## config.mk

```make
export PLATFORM = sky130hd
export DESIGN_NAME = tty_line_assembler_flat
export DESIGN_NICKNAME = d
export VERILOG_FILES = /design/src/rtl/tla_pkg.sv /design/src/rtl/tla_in_if.sv /design/src/rtl/tla_out_if.sv /design/src/rtl/tla_front.sv /design/src/rtl/tla_fifo.sv /design/src/rtl/tla_back.sv /design/src/rtl/tty_line_assembler.sv /design/src/flat_wrapper.sv
export SDC_FILE = /design/constraint.sdc
export NUM_CORES = 1
export LEC_CHECK = 0
export ABC_AREA = 1
export BUFFER_PORTS_ARGS = -buffer_cell sky130_fd_sc_hd__buf_2
export CORE_MARGIN = 2
export CORE_UTILIZATION = 40
export DETAILED_ROUTE_END_ITERATION = 8
export SYNTH_ARGS = -nofsm -noshare
export SYNTH_HDL_FRONTEND = slang
export SYNTH_SLANG_ARGS = --single-unit
```

## constraint.sdc

```tcl
create_clock -name clk -period 2.8 [get_ports clk]
set_input_delay 0.28 -clock clk [delete_from_list [all_inputs] [get_ports clk]]
set_output_delay 0.28 -clock clk [all_outputs]
set_load 0.01 [all_outputs]
```

## src/rtl/tla_pkg.sv

```systemverilog
// Package for the terminal line assembler: sizes, byte codes, command and
// result codes, and the state encoding of the back end. No dependencies.
package tla_pkg;

  localparam int MAX_LINE = 32;
  localparam int IDX_W = $clog2(MAX_LINE);
  localparam int CNT_W = 6;
  localparam int Q_DEPTH = 2;
  localparam int Q_AW = (Q_DEPTH > 1) ? $clog2(Q_DEPTH) : 1;

  localparam logic [7:0] CH_CR    = 8'h0D;
  localparam logic [7:0] CH_LF    = 8'h0A;
  localparam logic [7:0] CH_BS    = 8'h08;
  localparam logic [7:0] CH_DEL   = 8'h7F;
  localparam logic [7:0] CH_FIRST = 8'h20;
  localparam logic [7:0] CH_LAST  = 8'h7E;

  localparam logic OP_BYTE = 1'b0;
  localparam logic OP_READ = 1'b1;

  localparam logic [1:0] KIND_ECHO  = 2'd0;
  localparam logic [1:0] KIND_LINE  = 2'd1;
  localparam logic [1:0] KIND_EMPTY = 2'd2;

  typedef enum logic [2:0] {
    CMD_ARM,
    CMD_PRINT,
    CMD_ERASE,
    CMD_CR,
    CMD_OTHER
  } cmd_kind_t;

  typedef struct packed {
    cmd_kind_t        kind;
    logic [7:0]       data;
    logic [CNT_W-1:0] limit;
  } cmd_t;

  typedef enum logic [1:0] {
    ST_IDLE,
    ST_EMPTY,
    ST_READ,
    ST_SEND
  } back_state_t;

endpackage

```

## src/rtl/tla_in_if.sv

```systemverilog
// Input channel of the line assembler: valid/ready with op, data, limit.
// Depends on nothing.
interface tla_in_if;
  logic       valid;
  logic       ready;
  logic       op;
  logic [7:0] data;
  logic [7:0] limit;

  modport source (output valid, output op, output data, output limit, input ready);
  modport sink   (input valid, input op, input data, input limit, output ready);
endinterface

```

## src/rtl/tla_out_if.sv

```systemverilog
// Result channel of the line assembler: valid/ready with kind, byte, length
// and last flag. Depends on nothing.
interface tla_out_if;
  logic       valid;
  logic       ready;
  logic [1:0] kind;
  logic [7:0] data_res;
  logic [5:0] length;
  logic       last;

  modport source (output valid, output kind, output data_res, output length,
                  output last, input ready);
  modport sink   (input valid, input kind, input data_res, input length,
                  input last, output ready);
endinterface

```

## src/rtl/tla_front.sv

```systemverilog
// Front end: accepts input transactions, classifies bytes, clips the read
// limit and drops empty read requests. Depends on tla_pkg and tla_in_if.
module tla_front (
  tla_in_if.sink        req,
  input  logic          full,
  output logic          push,
  output tla_pkg::cmd_t push_cmd
);

  logic drop;

  assign req.ready = !full;

  always_comb begin
    push_cmd.data = req.data;
    if (req.limit > 8'(tla_pkg::MAX_LINE)) begin
      push_cmd.limit = tla_pkg::CNT_W'(tla_pkg::MAX_LINE);
    end else begin
      push_cmd.limit = req.limit[tla_pkg::CNT_W-1:0];
    end
    drop = 1'b0;
    if (req.op == tla_pkg::OP_READ) begin
      push_cmd.kind = tla_pkg::CMD_ARM;
      drop = (req.limit == 8'd0);
    end else if (req.data == tla_pkg::CH_CR) begin
      push_cmd.kind = tla_pkg::CMD_CR;
    end else if (req.data == tla_pkg::CH_BS || req.data == tla_pkg::CH_DEL) begin
      push_cmd.kind = tla_pkg::CMD_ERASE;
    end else if (req.data >= tla_pkg::CH_FIRST && req.data <= tla_pkg::CH_LAST) begin
      push_cmd.kind = tla_pkg::CMD_PRINT;
    end else begin
      push_cmd.kind = tla_pkg::CMD_OTHER;
    end
  end

  // a zero-limit read request is accepted and dropped here
  assign push = req.valid && !full && !drop;

endmodule

```

## src/rtl/tla_fifo.sv

```systemverilog
// Short command queue between front and back end.
// Depends on tla_pkg.
module tla_fifo (
  input  logic          clk,
  input  logic          rst,
  input  logic          push,
  input  tla_pkg::cmd_t push_cmd,
  output logic          full,
  input  logic          pop,
  output logic          nonempty,
  output tla_pkg::cmd_t head
);

  tla_pkg::cmd_t            slots [tla_pkg::Q_DEPTH];
  logic [tla_pkg::Q_AW-1:0] wr_ptr;
  logic [tla_pkg::Q_AW-1:0] rd_ptr;
  logic [tla_pkg::Q_AW:0]   count;

  function automatic logic [tla_pkg::Q_AW-1:0] bump(input logic [tla_pkg::Q_AW-1:0] p);
    if (p == tla_pkg::Q_AW'(tla_pkg::Q_DEPTH - 1)) begin
      return '0;
    end
    return p + 1'b1;
  endfunction

  assign full     = (count == (tla_pkg::Q_AW + 1)'(tla_pkg::Q_DEPTH));
  assign nonempty = (count != '0);
  assign head     = slots[rd_ptr];

  always_ff @(posedge clk) begin
    if (push && !full) begin
      slots[wr_ptr] <= push_cmd;
    end
  end

  always_ff @(posedge clk) begin
    if (rst) begin
      wr_ptr <= '0;
      rd_ptr <= '0;
      count  <= '0;
    end else begin
      if (push && !full) begin
        wr_ptr <= bump(wr_ptr);
      end
      if (pop && nonempty) begin
        rd_ptr <= bump(rd_ptr);
      end
      unique case ({push && !full, pop && nonempty})
        2'b10:   count <= count + 1'b1;
        2'b01:   count <= count - 1'b1;
        default: count <= count;
      endcase
    end
  end

endmodule

```

## src/rtl/tla_back.sv

```systemverilog
// Back end: applies commands to the line state, writes the line store and
// drives the result register, walking the store on line completion.
// Depends on tla_pkg and tla_out_if.
module tla_back (
  input  logic          clk,
  input  logic          rst,
  input  logic          q_valid,
  input  tla_pkg::cmd_t q_cmd,
  output logic          pop,
  tla_out_if.source     rsp
);

  localparam logic [tla_pkg::CNT_W-1:0] MAX_CNT = tla_pkg::CNT_W'(tla_pkg::MAX_LINE);

  tla_pkg::back_state_t state;
  tla_pkg::back_state_t state_next;

  logic [7:0]               store [tla_pkg::MAX_LINE];
  logic [7:0]               rd_data;
  logic                     armed;
  logic [tla_pkg::CNT_W-1:0] fill_count;
  logic [tla_pkg::CNT_W-1:0] line_limit;
  logic [tla_pkg::CNT_W-1:0] line_len;
  logic [tla_pkg::CNT_W-1:0] rd_ptr;

  logic                     out_valid;
  logic [1:0]               out_kind;
  logic [7:0]               out_data;
  logic [tla_pkg::CNT_W-1:0] out_length;
  logic                     out_last;

  logic                     out_free;
  logic                     is_byte;
  logic                     done;
  logic                     store_en;
  logic [7:0]               wr_data;
  logic [tla_pkg::CNT_W-1:0] fill_next;
  logic                     line_last;
  logic                     load_echo;
  logic                     load_empty;
  logic                     load_line;
  logic                     rd_en;

  assign out_free  = !out_valid || rsp.ready;
  assign is_byte   = (q_cmd.kind != tla_pkg::CMD_ARM);
  assign line_last = (tla_pkg::CNT_W'(rd_ptr + 1'b1) == line_len);

  // effect of the head command on the line
  always_comb begin
    done      = 1'b0;
    store_en  = 1'b0;
    wr_data   = q_cmd.data;
    fill_next = fill_count;
    if (armed) begin
      unique case (q_cmd.kind)
        tla_pkg::CMD_CR: begin
          wr_data = tla_pkg::CH_LF;
          done    = 1'b1;
          if (fill_count < MAX_CNT) begin
            store_en  = 1'b1;
            fill_next = fill_count + 1'b1;
          end
        end
        tla_pkg::CMD_ERASE: begin
          if (fill_count != '0) begin
            fill_next = fill_count - 1'b1;
          end
        end
        tla_pkg::CMD_PRINT: begin
          if (fill_count < MAX_CNT) begin
            store_en  = 1'b1;
            fill_next = fill_count + 1'b1;
            done      = (fill_next >= line_limit);
          end else begin
            done = 1'b1;
          end
        end
        tla_pkg::CMD_OTHER: done = 1'b1;
        default: ;
      endcase
    end
  end

  // next state
  always_comb begin
    state_next = state;
    unique case (state)
      tla_pkg::ST_IDLE: begin
        if (q_valid && is_byte && out_free && done) begin
          state_next = (fill_next == '0) ? tla_pkg::ST_EMPTY : tla_pkg::ST_READ;
        end
      end
      tla_pkg::ST_EMPTY: begin
        if (out_free) begin
          state_next = tla_pkg::ST_IDLE;
        end
      end
      tla_pkg::ST_READ: state_next = tla_pkg::ST_SEND;
      tla_pkg::ST_SEND: begin
        if (out_free) begin
          state_next = line_last ? tla_pkg::ST_IDLE : tla_pkg::ST_READ;
        end
      end
      default: state_next = tla_pkg::ST_IDLE;
    endcase
  end

  // control outputs
  always_comb begin
    pop        = 1'b0;
    load_echo  = 1'b0;
    load_empty = 1'b0;
    load_line  = 1'b0;
    rd_en      = 1'b0;
    unique case (state)
      tla_pkg::ST_IDLE: begin
        if (q_valid && (!is_byte || out_free)) begin
          pop       = 1'b1;
          load_echo = is_byte;
        end
      end
      tla_pkg::ST_EMPTY: load_empty = out_free;
      tla_pkg::ST_READ:  rd_en = 1'b1;
      tla_pkg::ST_SEND:  load_line = out_free;
      default: ;
    endcase
  end

  always_ff @(posedge clk) begin
    if (pop && is_byte && store_en) begin
      store[fill_count[tla_pkg::IDX_W-1:0]] <= wr_data;
    end
    if (rd_en) begin
      rd_data <= store[rd_ptr[tla_pkg::IDX_W-1:0]];
    end
  end

  always_ff @(posedge clk) begin
    if (rst) begin
      state      <= tla_pkg::ST_IDLE;
      armed      <= 1'b0;
      fill_count <= '0;
      line_limit <= '0;
      line_len   <= '0;
      rd_ptr     <= '0;
    end else begin
      state <= state_next;
      if (pop) begin
        if (!is_byte) begin
          // ignore a request while a line is open
          if (!armed && q_cmd.limit != '0) begin
            armed      <= 1'b1;
            line_limit <= q_cmd.limit;
            fill_count <= '0;
          end
        end else if (done) begin
          armed      <= 1'b0;
          fill_count <= '0;
          line_len   <= fill_next;
          rd_ptr     <= '0;
        end else begin
          fill_count <= fill_next;
        end
      end
      if (load_line) begin
        rd_ptr <= rd_ptr + 1'b1;
      end
    end
  end

  always_ff @(posedge clk) begin
    if (rst) begin
      out_valid <= 1'b0;
    end else if (load_echo || load_empty || load_line) begin
      out_valid <= 1'b1;
    end else if (rsp.ready) begin
      out_valid <= 1'b0;
    end
  end

  always_ff @(posedge clk) begin
    if (load_echo) begin
      out_kind   <= tla_pkg::KIND_ECHO;
      out_data   <= q_cmd.data;
      out_length <= '0;
      out_last   <= !done;
    end else if (load_empty) begin
      out_kind   <= tla_pkg::KIND_EMPTY;
      out_data   <= '0;
      out_length <= '0;
      out_last   <= 1'b1;
    end else if (load_line) begin
      out_kind   <= tla_pkg::KIND_LINE;
      out_data   <= rd_data;
      out_length <= line_len;
      out_last   <= line_last;
    end
  end

  assign rsp.valid    = out_valid;
  assign rsp.kind     = out_kind;
  assign rsp.data_res = out_data;
  assign rsp.length   = out_length;
  assign rsp.last     = out_last;

`ifndef SYNTHESIS
  a_armed_below_limit: assert property (@(posedge clk) disable iff (rst)
    armed |-> (fill_count < line_limit))
    else $error("open line reached its limit without completing");

  a_idle_empty: assert property (@(posedge clk) disable iff (rst)
    !armed |-> (fill_count == '0))
    else $error("fill count nonzero while disarmed");

  a_walk_in_range: assert property (@(posedge clk) disable iff (rst)
    (state == tla_pkg::ST_READ || state == tla_pkg::ST_SEND) |-> (rd_ptr < line_len))
    else $error("store walk past line length");

  a_walk_holds_queue: assert property (@(posedge clk) disable iff (rst)
    (state != tla_pkg::ST_IDLE) |-> !pop)
    else $error("command taken during line read-out");
`endif

endmodule

```

## src/rtl/tty_line_assembler.sv

```systemverilog
// Terminal line assembler, top level: front end, command queue, back end.
// Depends on tla_pkg, tla_in_if, tla_out_if, tla_front, tla_fifo, tla_back.
//
// Usage:
//   req carries one transaction per item: op 1 arms reception with a line
//   limit (clipped to 32, zero ignored), op 0 delivers a received byte.
//   rsp returns, for each byte, its echo (kind 0), and on line completion
//   either the stored bytes (kind 1, with length) or one empty-line result
//   (kind 2). last marks the final result of each input byte.
// Result path: an echo passes through the command queue and the result
//   register. Line bytes are read out one at a time, each through the READ
//   and SEND states, as set by the registered read port of the line store.
// Throughput: one byte per cycle into the two-entry queue while not full; the
//   back end retires one command per cycle while idle and rsp keeps up.
// Stalls: while rsp.ready is low the result register holds its transaction;
//   the queue keeps accepting until full, then req.ready falls.
// Reset (rst, synchronous): disarms, empties the queue and the result
//   register. The line store is not cleared; no clearing pass is needed.
module tty_line_assembler (
  input logic       clk,
  input logic       rst,
  tla_in_if.sink    req,
  tla_out_if.source rsp
);

  logic          push;
  logic          full;
  logic          pop;
  logic          nonempty;
  tla_pkg::cmd_t push_cmd;
  tla_pkg::cmd_t head;

  tla_front u_front (
    .req      (req),
    .full     (full),
    .push     (push),
    .push_cmd (push_cmd)
  );

  tla_fifo u_fifo (
    .clk      (clk),
    .rst      (rst),
    .push     (push),
    .push_cmd (push_cmd),
    .full     (full),
    .pop      (pop),
    .nonempty (nonempty),
    .head     (head)
  );

  tla_back u_back (
    .clk     (clk),
    .rst     (rst),
    .q_valid (nonempty),
    .q_cmd   (head),
    .pop     (pop),
    .rsp     (rsp)
  );

endmodule

```

## src/flat_wrapper.sv

```systemverilog
// flat-port wrapper written by rule: the top's interface ports become plain ports
module tty_line_assembler_flat 
  (clk, rst, req_valid, req_op, req_data, req_limit, req_ready, rsp_valid, rsp_kind, rsp_data_res, rsp_length, rsp_last, rsp_ready);
  tla_in_if req_i ();
  tla_out_if rsp_i ();
  input logic clk;
  input logic rst;
  input wire logic [$bits(req_i.valid)-1:0] req_valid;
  input wire logic [$bits(req_i.op)-1:0] req_op;
  input wire logic [$bits(req_i.data)-1:0] req_data;
  input wire logic [$bits(req_i.limit)-1:0] req_limit;
  output wire logic [$bits(req_i.ready)-1:0] req_ready;
  output wire logic [$bits(rsp_i.valid)-1:0] rsp_valid;
  output wire logic [$bits(rsp_i.kind)-1:0] rsp_kind;
  output wire logic [$bits(rsp_i.data_res)-1:0] rsp_data_res;
  output wire logic [$bits(rsp_i.length)-1:0] rsp_length;
  output wire logic [$bits(rsp_i.last)-1:0] rsp_last;
  input wire logic [$bits(rsp_i.ready)-1:0] rsp_ready;
  assign req_i.valid = req_valid;
  assign req_i.op = req_op;
  assign req_i.data = req_data;
  assign req_i.limit = req_limit;
  assign req_ready = req_i.ready;
  assign rsp_valid = rsp_i.valid;
  assign rsp_kind = rsp_i.kind;
  assign rsp_data_res = rsp_i.data_res;
  assign rsp_length = rsp_i.length;
  assign rsp_last = rsp_i.last;
  assign rsp_i.ready = rsp_ready;
  tty_line_assembler u_core (.clk(clk), .rst(rst), .req(req_i), .rsp(rsp_i));
endmodule
```

==> out/metrics.yaml, run 1 <==
power_and_ir_drop:
  peakVddDrop_mv: 0.551
  netSwitchingFraction_pct: 26.9
  seqPwrFrac_pct: 48.8
  p_int_mw: 9.58
  power.density_mw_per_mm2: 767
  power_frac_clock_pct: 36.3
  p_switching_mw: 3.53
  p_leak_nw: 6.19
  p_comb_share_pct: 14.9
cts:
  cts.sinks: 348
  clk_path_buf_depth: 3
  insertion_delay_ns: 0.54
  clk_pin_slew_ns: 0.06
  cts_buffers: 38
  cts_setup_buffers: 0
  cts-root-buf: "clkbuf_16"
  cts_tree: "yes"
  h-tree-depth: 2
place:
  io_buffers: 39
  dpl_cell_area_mm2: 0.0158
  routabilityCongestion: 0.852
  hpwl_mm: 22.4
floorplanning:
  rows: 70
  start_util_pct: 40.3
  die-area_mm2: 0.0382
  coreArea_mm2: 0.0363
  ios: 40
  die_height_um: 195
  fp.dieW_um: 195
synth:
  ys.flop_type: "edfxtp_1"
  synth_edf_count: 307
  syn_area_mm2: 0.0147
  avgSynthCellArea_um2: 11.4
  async_reset_ff_share_pct: 0
  synth_common_cells: "edfxtp_1, nor2_1, o21ai_0"
  ys_seq_area_share_pct: 68.5
  syn_nets: 1325
  synth.most_common_cell: "edfxtp_1"
  yosys_warnings: 0
  yosysTopAreaCell: "edfxtp_1"
  synth_cell_types: 39
  synth_top_area_share_pct: 62.9
  syn_inst: 1291
  ys_seq_elements: 348
  synth_area_leaders: "edfxtp_1, nor2_1, dfxtp_1, o21ai_0, nand2_1"
grt:
  grt_use_total_pct: 19.3
  grt_pass1_wl_mm: 56.6
  gr-usage-met3_pct: 2.99
  grt_max_degree: 90
  grt-busiest-layer: "met2"
  grt_pass1_vias: 9963
  grt_util_met2_pct: 32.4
  grt_antenna_before_repair: 0
  grtUsageMet1_pct: 25.1
  grt_overflow: 0
sta:
  tns_ns: 0
  final.min_clock_period_ns: 2.50
  fin_crit_sh_pct: 89.3
  finalClockSkew_ns: 0.0268
  setup_violations: 0
  worst_pin_slew_ns: 0.797
  hold_viol: 0
  rsz0062_at_grt: "false"
  fmaxAchievable_mhz: 400
  drv_slew: 0
  slew_headroom_pct: 46.6
setup_path:
  crit_chain: "inv_2, nand2_1, nand2_2, inv_2, nand3_4, nand2_2, nand3_4, nor2_4, inv_2, nor4_4, buf_4, nand2_4, nor2_1, buf_4"
  crit_top_cell: "inv_2"
  critPathLaunchType: "flip-flop"
  required_ns: 3.03
  rrSetupSlack_ns: 0.30
  endpoint_kind: "flip-flop"
  cp_max_fo: 8
  crit_type: "flip-flop to flip-flop"
  cpPeakStageDelay_ns: 0.48
  cp_slowest_cell: "dfxtp_1"
  crit_arrival_ns: 2.73
final_layout:
  antenna_cells: 0
  drive_gt1_share_pct: 14.3
  layout.nets: 1420
  final_area_mm2: 0.0171
  fin_util_pct: 47.0
  syn_to_final_growth_pct: 16.6
status:
  status: "completed"
routing:
  drtAntennaViolNets: 0
  routed-via-count: 10100
  via_per_inst: 5.37
  first_pass_iters: 5
  routed_wl_mm: 36.6
  drcViolationCount: 0
  wl_per_cell_um: 19.4
  drtIter0Drc: 745
job:
  maxCapViolCount: 0
hold_path:
  hold_path_class: "input pin to flip-flop"
==> cells in the final DEF, fill, tap and decap left out, types with 9 or more instances in the layout <==
cell,count
a21oi_1,36
buf_2,39
buf_4,72
clkbuf_1,9
clkbuf_16,39
clkinv_2,10
dfxtp_1,38
edfxtp_1,307
ha_1,13
inv_1,69
mux2i_1,10
nand2_1,161
nand3_1,50
nor2_1,227
o21ai_0,163
o221ai_1,52
o22ai_1,12
==> state kept, by name (all words and copies together), names as in the netlist, named ones only <==
register,flops
u_core.u_back.line_len,6
u_core.u_back.rsp.valid,1
u_core.u_fifo.rd_ptr,1
u_core.u_back.store,256
u_core.u_fifo.slots,34
u_core.u_back.rsp.last,1
u_core.u_back.rsp.length,6
u_core.u_back.line_limit,6
u_core.u_fifo.wr_ptr,1
u_core.u_back.armed,1
u_core.u_back.fill_count,6
u_core.u_back.rd_ptr,6
u_core.u_fifo.count,2
u_core.u_back.rd_data,8
u_core.u_back.rsp.kind,2
u_core.u_back.state,2
u_core.u_back.rsp.data_res,8
==> routing by layer <==
layer / part of all wire, % / up-vias
li1: - / 4822
met1: 43 / 4957
met2: 49 / 259
met3: 4.5 / 80
met4: 3.5 / 0
met5: 0 / -
==> power groups by stage <==
stage	Sequential, mW	Clock, mW	Combinational (mW)
6_report	6.39	4.76	1.95
4_1_cts	6.40	4.85	1.96
2_1_floorplan	6.54	0	1.14
3_3_place_gp	6.50	0	1.92
3_5_place_dp	6.50	0	1.94
5_1_grt	6.42	5.05	2.16
==> cell type report <==
class / count / area [µm²]
fill: 3226 / 19300
sequential: 348 / 10000
multi-input combinational: 799 / 4080
clock buffer: 48 / 1010
timing repair buffer: 124 / 916
tap: 468 / 586
inverter: 75 / 283
clock inverter: 21 / 173
==> stage by stage <==
stage               worst slack, ns  hold slack, ns  cells  total power [mW]
floorplan                     0.264           0.379   1291              7.68
CTS                           0.160          0.0466   1883              13.2
global placement              0.229           0.452   1806              8.42
global route                 0.0179          0.0651   1883              13.6
finish                        0.300          0.0609   1883              13.1
detailed placement            0.191           0.452   1806              8.45
==> kinds of logic after synthesis <==
family                     after synthesis  share of synthesized area (%)
DFF                                    348                           68.5
and+or+nand+nor                        483                           13.9
muxes                                   10                          0.683
xor gates and xnor gates                 8                          0.478
AOI/OAI and AO/OA                      285                           11.5
buffers and inverters                  144                           3.81
adders and majority gates               13                           1.11
==> worst max-delay path: cells and delay by family, from the launching register on <==
kind | cells | cell delay (ns)
buffers and inverters | 5 | 0.70
flip-flops | 1 | 0.48
AND/OR/NAND/NOR | 9 | 1.02
==> what timing repair did <==
| action | in CTS | in global routing |
|---|---|---|
| endpoints found under the hold margin | 16 | 0 |
| hold buffers | 8 | 0 |
| resized for setup | 0 | 3 |
| setup endpoints to repair | 0 | 11 |
==> final timing paths <==
path                                               endpoint                         from  cells after the start
worst max register to register   u_core.u_back.store[13][2]                    flip-flop                     14
worst min-delay path              u_core.u_fifo.slots[0][4]                 req_limit[4]                      3
worst max-delay path             u_core.u_back.store[13][2]                    flip-flop                     14
worst min register to register  u_core.u_back.rsp.length[2]  u_core.u_back.rsp.length[2]                      2
(Power assumes the default switching activity.)
==> run 2, diff against run 1 <==
==> constraint.sdc (replaced) <==
create_clock -name clk -period 3.2 [get_ports clk]
set_input_delay 0.32 -clock clk [delete_from_list [all_inputs] [get_ports clk]]
set_output_delay 0.32 -clock clk [all_outputs]
set_load 0.01 [all_outputs]
==> out/metrics.yaml, run 2 (synthesis results as in run 1) <==
status:
  status: "completed"
final_layout:
  final_common_cell: "edfxtp_1"
  mostFrequentLayoutCells: "edfxtp_1, nor2_1, o21ai_0"
  fin_util_pct: 46.3
  instances_no_fill: 1859
  antenna_cells: 0
  layout.nets: 1398
  largest_reg_flops: 256
  syn_to_final_growth_pct: 14.9
  drive_gt1_share_pct: 13.2
sta:
  fmaxAchievable_mhz: 353
  slew_headroom_pct: 40.3
  worst_pin_slew_ns: 0.894
  finalClockSkew_ns: 0.0189
  fin_crit_sh_pct: 88.4
  final.min_clock_period_ns: 2.83
  hold_viol: 0
  drv_slew: 0
  setup_violations: 0
  rsz0062_at_grt: "false"
  setup_ws_ns: 0.371
  tns_ns: 0
place:
  hpwl_mm: 22.0
  io_buffers: 39
  dp_slack_ns: 0.293
  routabilityCongestion: 0.859
  placed_cells: 1793
floorplanning:
  start_util_pct: 40.3
  die_height_um: 195
  coreArea_mm2: 0.0363
  ios: 40
  fp.dieW_um: 195
  die-area_mm2: 0.0382
  rows: 70
power_and_ir_drop:
  p_leak_nw: 6.05
  power_mw: 11.4
  p_comb_share_pct: 15.2
  peakVddDrop_mv: 0.412
  p_switching_mw: 3.08
  seqPwrFrac_pct: 49.2
  power.density_mw_per_mm2: 675
  p_int_mw: 8.28
  netSwitchingFraction_pct: 27.1
  power_frac_clock_pct: 35.7
routing:
  routed-via-count: 10000
  drtIter0Drc: 842
  routed_wl_mm: 35.8
  drcViolationCount: 0
  via_per_inst: 5.39
  drtAntennaViolNets: 0
  first_pass_iters: 5
  wl_per_cell_um: 19.2
grt:
  grtUsageMet1_pct: 24.8
  grt-busiest-layer: "met2"
  gr-usage-met3_pct: 3.56
  grt_pass1_wl_mm: 55.0
  grt_use_total_pct: 18.7
  grt_pass1_vias: 9786
  grt_overflow: 0
  grt_antenna_before_repair: 0
  grt_util_met2_pct: 30.6
  grt_max_degree: 88
setup_path:
  critPathLaunchType: "flip-flop"
  r2r_cells: 13
  rrSetupSlack_ns: 0.37
  crit_type: "flip-flop to flip-flop"
  cp_max_fo: 9
  worstSetupEndpoint: "u_core.u_back.store[12][6]"
  required_ns: 3.43
  crit_arrival_ns: 3.06
  endpoint_kind: "flip-flop"
  timing.rr.end: "u_core.u_back.store[12][6]"
cts:
  cts.sinks: 348
  cts_tree: "yes"
  cts_buffers: 37
  h-tree-depth: 2
  insertion_delay_ns: 0.53
  cts-root-buf: "clkbuf_16"
  cts_hold_buf: 0
  clk_pin_slew_ns: 0.06
  clk_path_buf_depth: 3
job:
  maxCapViolCount: 0
hold_path:
  hold_path_class: "input pin to flip-flop"
## run 2: cell count changes in the layout (fill, tap and decap cells not counted), sizes merged
cell and change:
buf -13, clkinv -5, clkinvlp +1, dlygate4sd3 -8, inv +1
## run 2: critical path: stages, from the launching register on
cell and delay, ns:
dfxtp_1 0.49, inv_2 0.14, nand2_1 0.09, nand2_2 0.08, inv_2 0.09, nand3_4 0.07
nand2_2 0.08, nand3_4 0.10, nor2_4 0.15, inv_2 0.06, nor4_4 0.49, nand2_4 0.22
nor2_1 0.27, buf_4 0.21
## run 2: metrics by stage
step                hold slack [ns]  instance area (µm²)
floorplan                     0.419                14700
global placement              0.452                15700
detailed placement            0.458                15700
CTS                         0.00831                16800
global route                 0.0232                16800
finish                       0.0268                16800
## run 2: repair_timing
item,4_1_cts,5_1_grt
endpoints found under the setup margin,0,6
buffers inserted,0,0
gates resized for setup,0,1
## run 2: per-layer routing
metal	wire (µm)	share of wire [%]
met1	15600	44
met2	17100	48
met3	1930	5.4
met4	1160	3.2
met5	0	0
## run 2: how the worst min path moves through the flow
stage                           startpoint                           to  cells past startpoint
3_3_place_gp   u_core.u_back.line_limit[1]  u_core.u_back.line_limit[1]                      2
2_1_floorplan                  req_data[4]   u_core.u_fifo.slots[0][10]                      0
6_report                       req_data[0]    u_core.u_fifo.slots[1][6]                      1
3_5_place_dp   u_core.u_back.rsp.length[0]  u_core.u_back.rsp.length[0]                      2
4_1_cts                        req_data[0]    u_core.u_fifo.slots[0][6]                      1
5_1_grt                        req_data[0]    u_core.u_fifo.slots[1][6]                      1
## run 2: power groups by stage
stage               logic (mW)  clock network (mW)  registers, mW
floorplan                 1.00                   0           5.72
global placement          1.69                   0           5.68
detailed placement        1.72                   0           5.68
CTS                       1.73                4.11           5.59
global route              1.91                4.28           5.61
finish                    1.72                4.05           5.59
## run 2: layout make-up
type | instances | area (µm²)
inverter | 75 | 283
timing repair buffer | 103 | 726
fill | 3277 | 19500
clock buffer | 48 | 967
sequential | 348 | 10000
tap | 468 | 586
multi-input combinational | 799 | 4080
clock inverter | 18 | 159
==> run 3, diff against run 2 <==
--- a/config.mk
+++ b/config.mk
@@ -5,7 +5,6 @@
 export SDC_FILE = /design/constraint.sdc
 export NUM_CORES = 1
 export LEC_CHECK = 0
-export ABC_AREA = 1
 export BUFFER_PORTS_ARGS = -buffer_cell sky130_fd_sc_hd__buf_2
 export CORE_MARGIN = 2
 export CORE_UTILIZATION = 40
==> out/metrics.yaml, run 3 <==
synth:
  yosysTopAreaCell: "edfxtp_1"
  synth_cell_types: 58
  syn_area_mm2: 0.0144
  syn_nets: 887
  ys.flop_type: "edfxtp_1"
  async_reset_ff_share_pct: 0
  yosys_warnings: 0
  synth_common_cells: "edfxtp_1, nor2_1, mux4_2"
  synth_area_leaders: "edfxtp_1, mux4_2, dfxtp_1, nor2_1, ha_1"
  synth_edf_count: 307
  syn_inst: 853
  avgSynthCellArea_um2: 16.9
  ys_seq_elements: 348
  synth.most_common_cell: "edfxtp_1"
  ys_seq_area_share_pct: 69.8
  synth_top_area_share_pct: 64.1
setup_path:
  crit_type: "flip-flop to flip-flop"
  cpPeakStageDelay_ns: 0.42
  cp_num_buf_inv: 1
  critPathLaunchType: "flip-flop"
  required_ns: 3.57
  cp_slowest_cell: "or3_1"
  crit_arrival_ns: 3.32
  timing.rr.end: "u_core.u_back.rd_ptr[0]"
  cp_max_fo: 5
  endpoint_kind: "flip-flop"
  crit_family: "compound AO/OA/AOI/OAI gates"
  rrSetupSlack_ns: 0.25
  r2r_cells: 11
  crit_top_cell: "ha_1"
  crit_chain: "nand3_1, or3_1, ha_1, ha_1, inv_1, o211ai_1, a41oi_1, o21a_1, o21ai_0, mux2_2, nor2_1"
  r2r-start: "u_core.u_back.fill_count[2]"
cts:
  clk_pin_slew_ns: 0.06
  cts_buffers: 37
  insertion_delay_ns: 0.51
  h-tree-depth: 2
  cts_setup_buffers: 0
  clk_path_buf_depth: 3
  cts-root-buf: "clkbuf_16"
  cts.sinks: 348
  cts_tree: "yes"
  cts_hold_buf: 0
hold_path:
  whs_path_depth: 1
  holdPathEnd: "u_core.u_fifo.slots[1][7]"
  min_from: "req_data[1]"
  hold_path_class: "input pin to flip-flop"
routing:
  drcViolationCount: 0
  via_per_inst: 5.29
  wl_per_cell_um: 20.7
  routed_wl_mm: 29.7
  drtAntennaViolNets: 0
  drtIter0Drc: 638
  first_pass_iters: 5
  routed-via-count: 7582
sta:
  hold_viol: 0
  finalClockSkew_ns: 0.0202
  fmaxAchievable_mhz: 339
  drv_slew: 0
  slew_headroom_pct: 31.9
  fin_crit_sh_pct: 92.2
  tns_ns: 0
  setup_violations: 0
  setup_ws_ns: 0.250
  worst_pin_slew_ns: 1.02
  whs_ns: 0.0339
  final.min_clock_period_ns: 2.95
  rsz0062_at_grt: "false"
power_and_ir_drop:
  peakVddDrop_mv: 0.492
  power_mw: 10.7
  power.density_mw_per_mm2: 646
  p_leak_nw: 5.33
place:
  hpwl_mm: 19.8
  io_buffers: 39
  dpl_cell_area_mm2: 0.0154
  dp_slack_ns: 0.247
  routabilityCongestion: 0.818
  placed_cells: 1373
floorplanning:
  coreArea_mm2: 0.0355
  rows: 69
  fp.dieW_um: 194
  die-area_mm2: 0.0375
  ios: 40
  start_util_pct: 40.5
  die_height_um: 194
final_layout:
  multi_input_area_mm2: 0.00407
  final_common_cell: "edfxtp_1"
  regArea_mm2: 0.0100
  mostFrequentLayoutCells: "edfxtp_1, nor2_1, mux4_2"
  instances_no_fill: 1434
  drive_gt1_share_pct: 26.5
  syn_to_final_growth_pct: 14.9
  num-fill-cells: 3041
  final_area_mm2: 0.0165
  fin_util_pct: 46.5
  layout.nets: 985
  largest_reg_flops: 256
  antenna_cells: 0
grt:
  grt_antenna_before_repair: 0
  grt_pass1_wl_mm: 45.8
  grt_use_total_pct: 15.8
  grt_pass1_vias: 7568
  grt_max_degree: 54
  grt_overflow: 0
job:
  maxCapViolCount: 0
status:
  status: "completed"
run 3: changes by cell type in the layout (fill, tap and decap cells not counted), sizes merged, moves of 11 or more:
cell    delta
a21oi     -13
inv       -57
mux4      +80
nand2    -128
nand3     -44
nor2     -144
nor3      +11
o21ai    -143
o221ai    -52
run 3: per-layer routing:
| layer | GRT usage, % | up-vias | part of all wire (%) |
|---|---|---|---|
| li1 | - | 3544 | - |
| met1 | 22.3 | 3850 | 45 |
| met2 | 26.0 | 147 | 49 |
| met3 | 2.44 | 41 | 4.0 |
| met4 | 3.90 | 0 | 1.7 |
| met5 | 0 | - | 0 |
run 3: worst max-delay path by stage:
stage	startpoint	end	depth (start not counted)
2_1_floorplan	u_core.u_back.fill_count[2]	u_core.u_back.fill_count[0]	14
3_3_place_gp	u_core.u_back.fill_count[1]	u_core.u_back.rd_ptr[0]	11
3_5_place_dp	u_core.u_back.fill_count[1]	u_core.u_back.rd_ptr[0]	11
4_1_cts	u_core.u_back.fill_count[1]	u_core.u_back.rd_ptr[0]	11
5_1_grt	u_core.u_back.fill_count[2]	u_core.u_back.fill_count[0]	11
6_report	u_core.u_back.fill_count[2]	u_core.u_back.rd_ptr[0]	11
run 3: layout make-up:
cell class,instances,area share [%]
Timing Repair Buffer,102,4.20
Sequential cell,348,60.9
Multi-Input combinational cell,445,24.6
Inverter,17,0.387
Clock buffer,45,5.79
Clock inverter,16,0.644
Tap cell,461,3.49
run 3: logic make-up after synthesis:
logic type | synth area share [%]
compound gates | 4.08
flops | 69.8
buf+inv | 1.98
simple gates | 7.37
fa+ha+maj | 1.13
mux | 14.4
xor+xnor | 1.16
run 3: worst register-to-register path, cell delays in order, from the launching register on:
cell and delay, ns:
dfxtp_1 0.34, nand3_1 0.24, or3_1 0.42, ha_1 0.32, ha_1 0.31, inv_1 0.04
o211ai_1 0.16, a41oi_1 0.07, o21a_1 0.23, o21ai_0 0.41, mux2_2 0.24, nor2_1 0.03
run 3: timing repair:
action | 4_1_cts | 5_1_grt
gates resized for setup | 0 | 2
hold endpoints to repair | 0 | 0
endpoints found under the setup margin | 0 | 2
run 3: report_power, final:
| part | switching (mW) | total, mW | internal (mW) |
|---|---|---|---|
| clock network | 1.63 | 3.82 | 2.19 |
| logic | 0.942 | 1.32 | 0.382 |
| registers | 0.0854 | 5.52 | 5.43 |
| total | 2.66 | 10.7 | 8.01 |
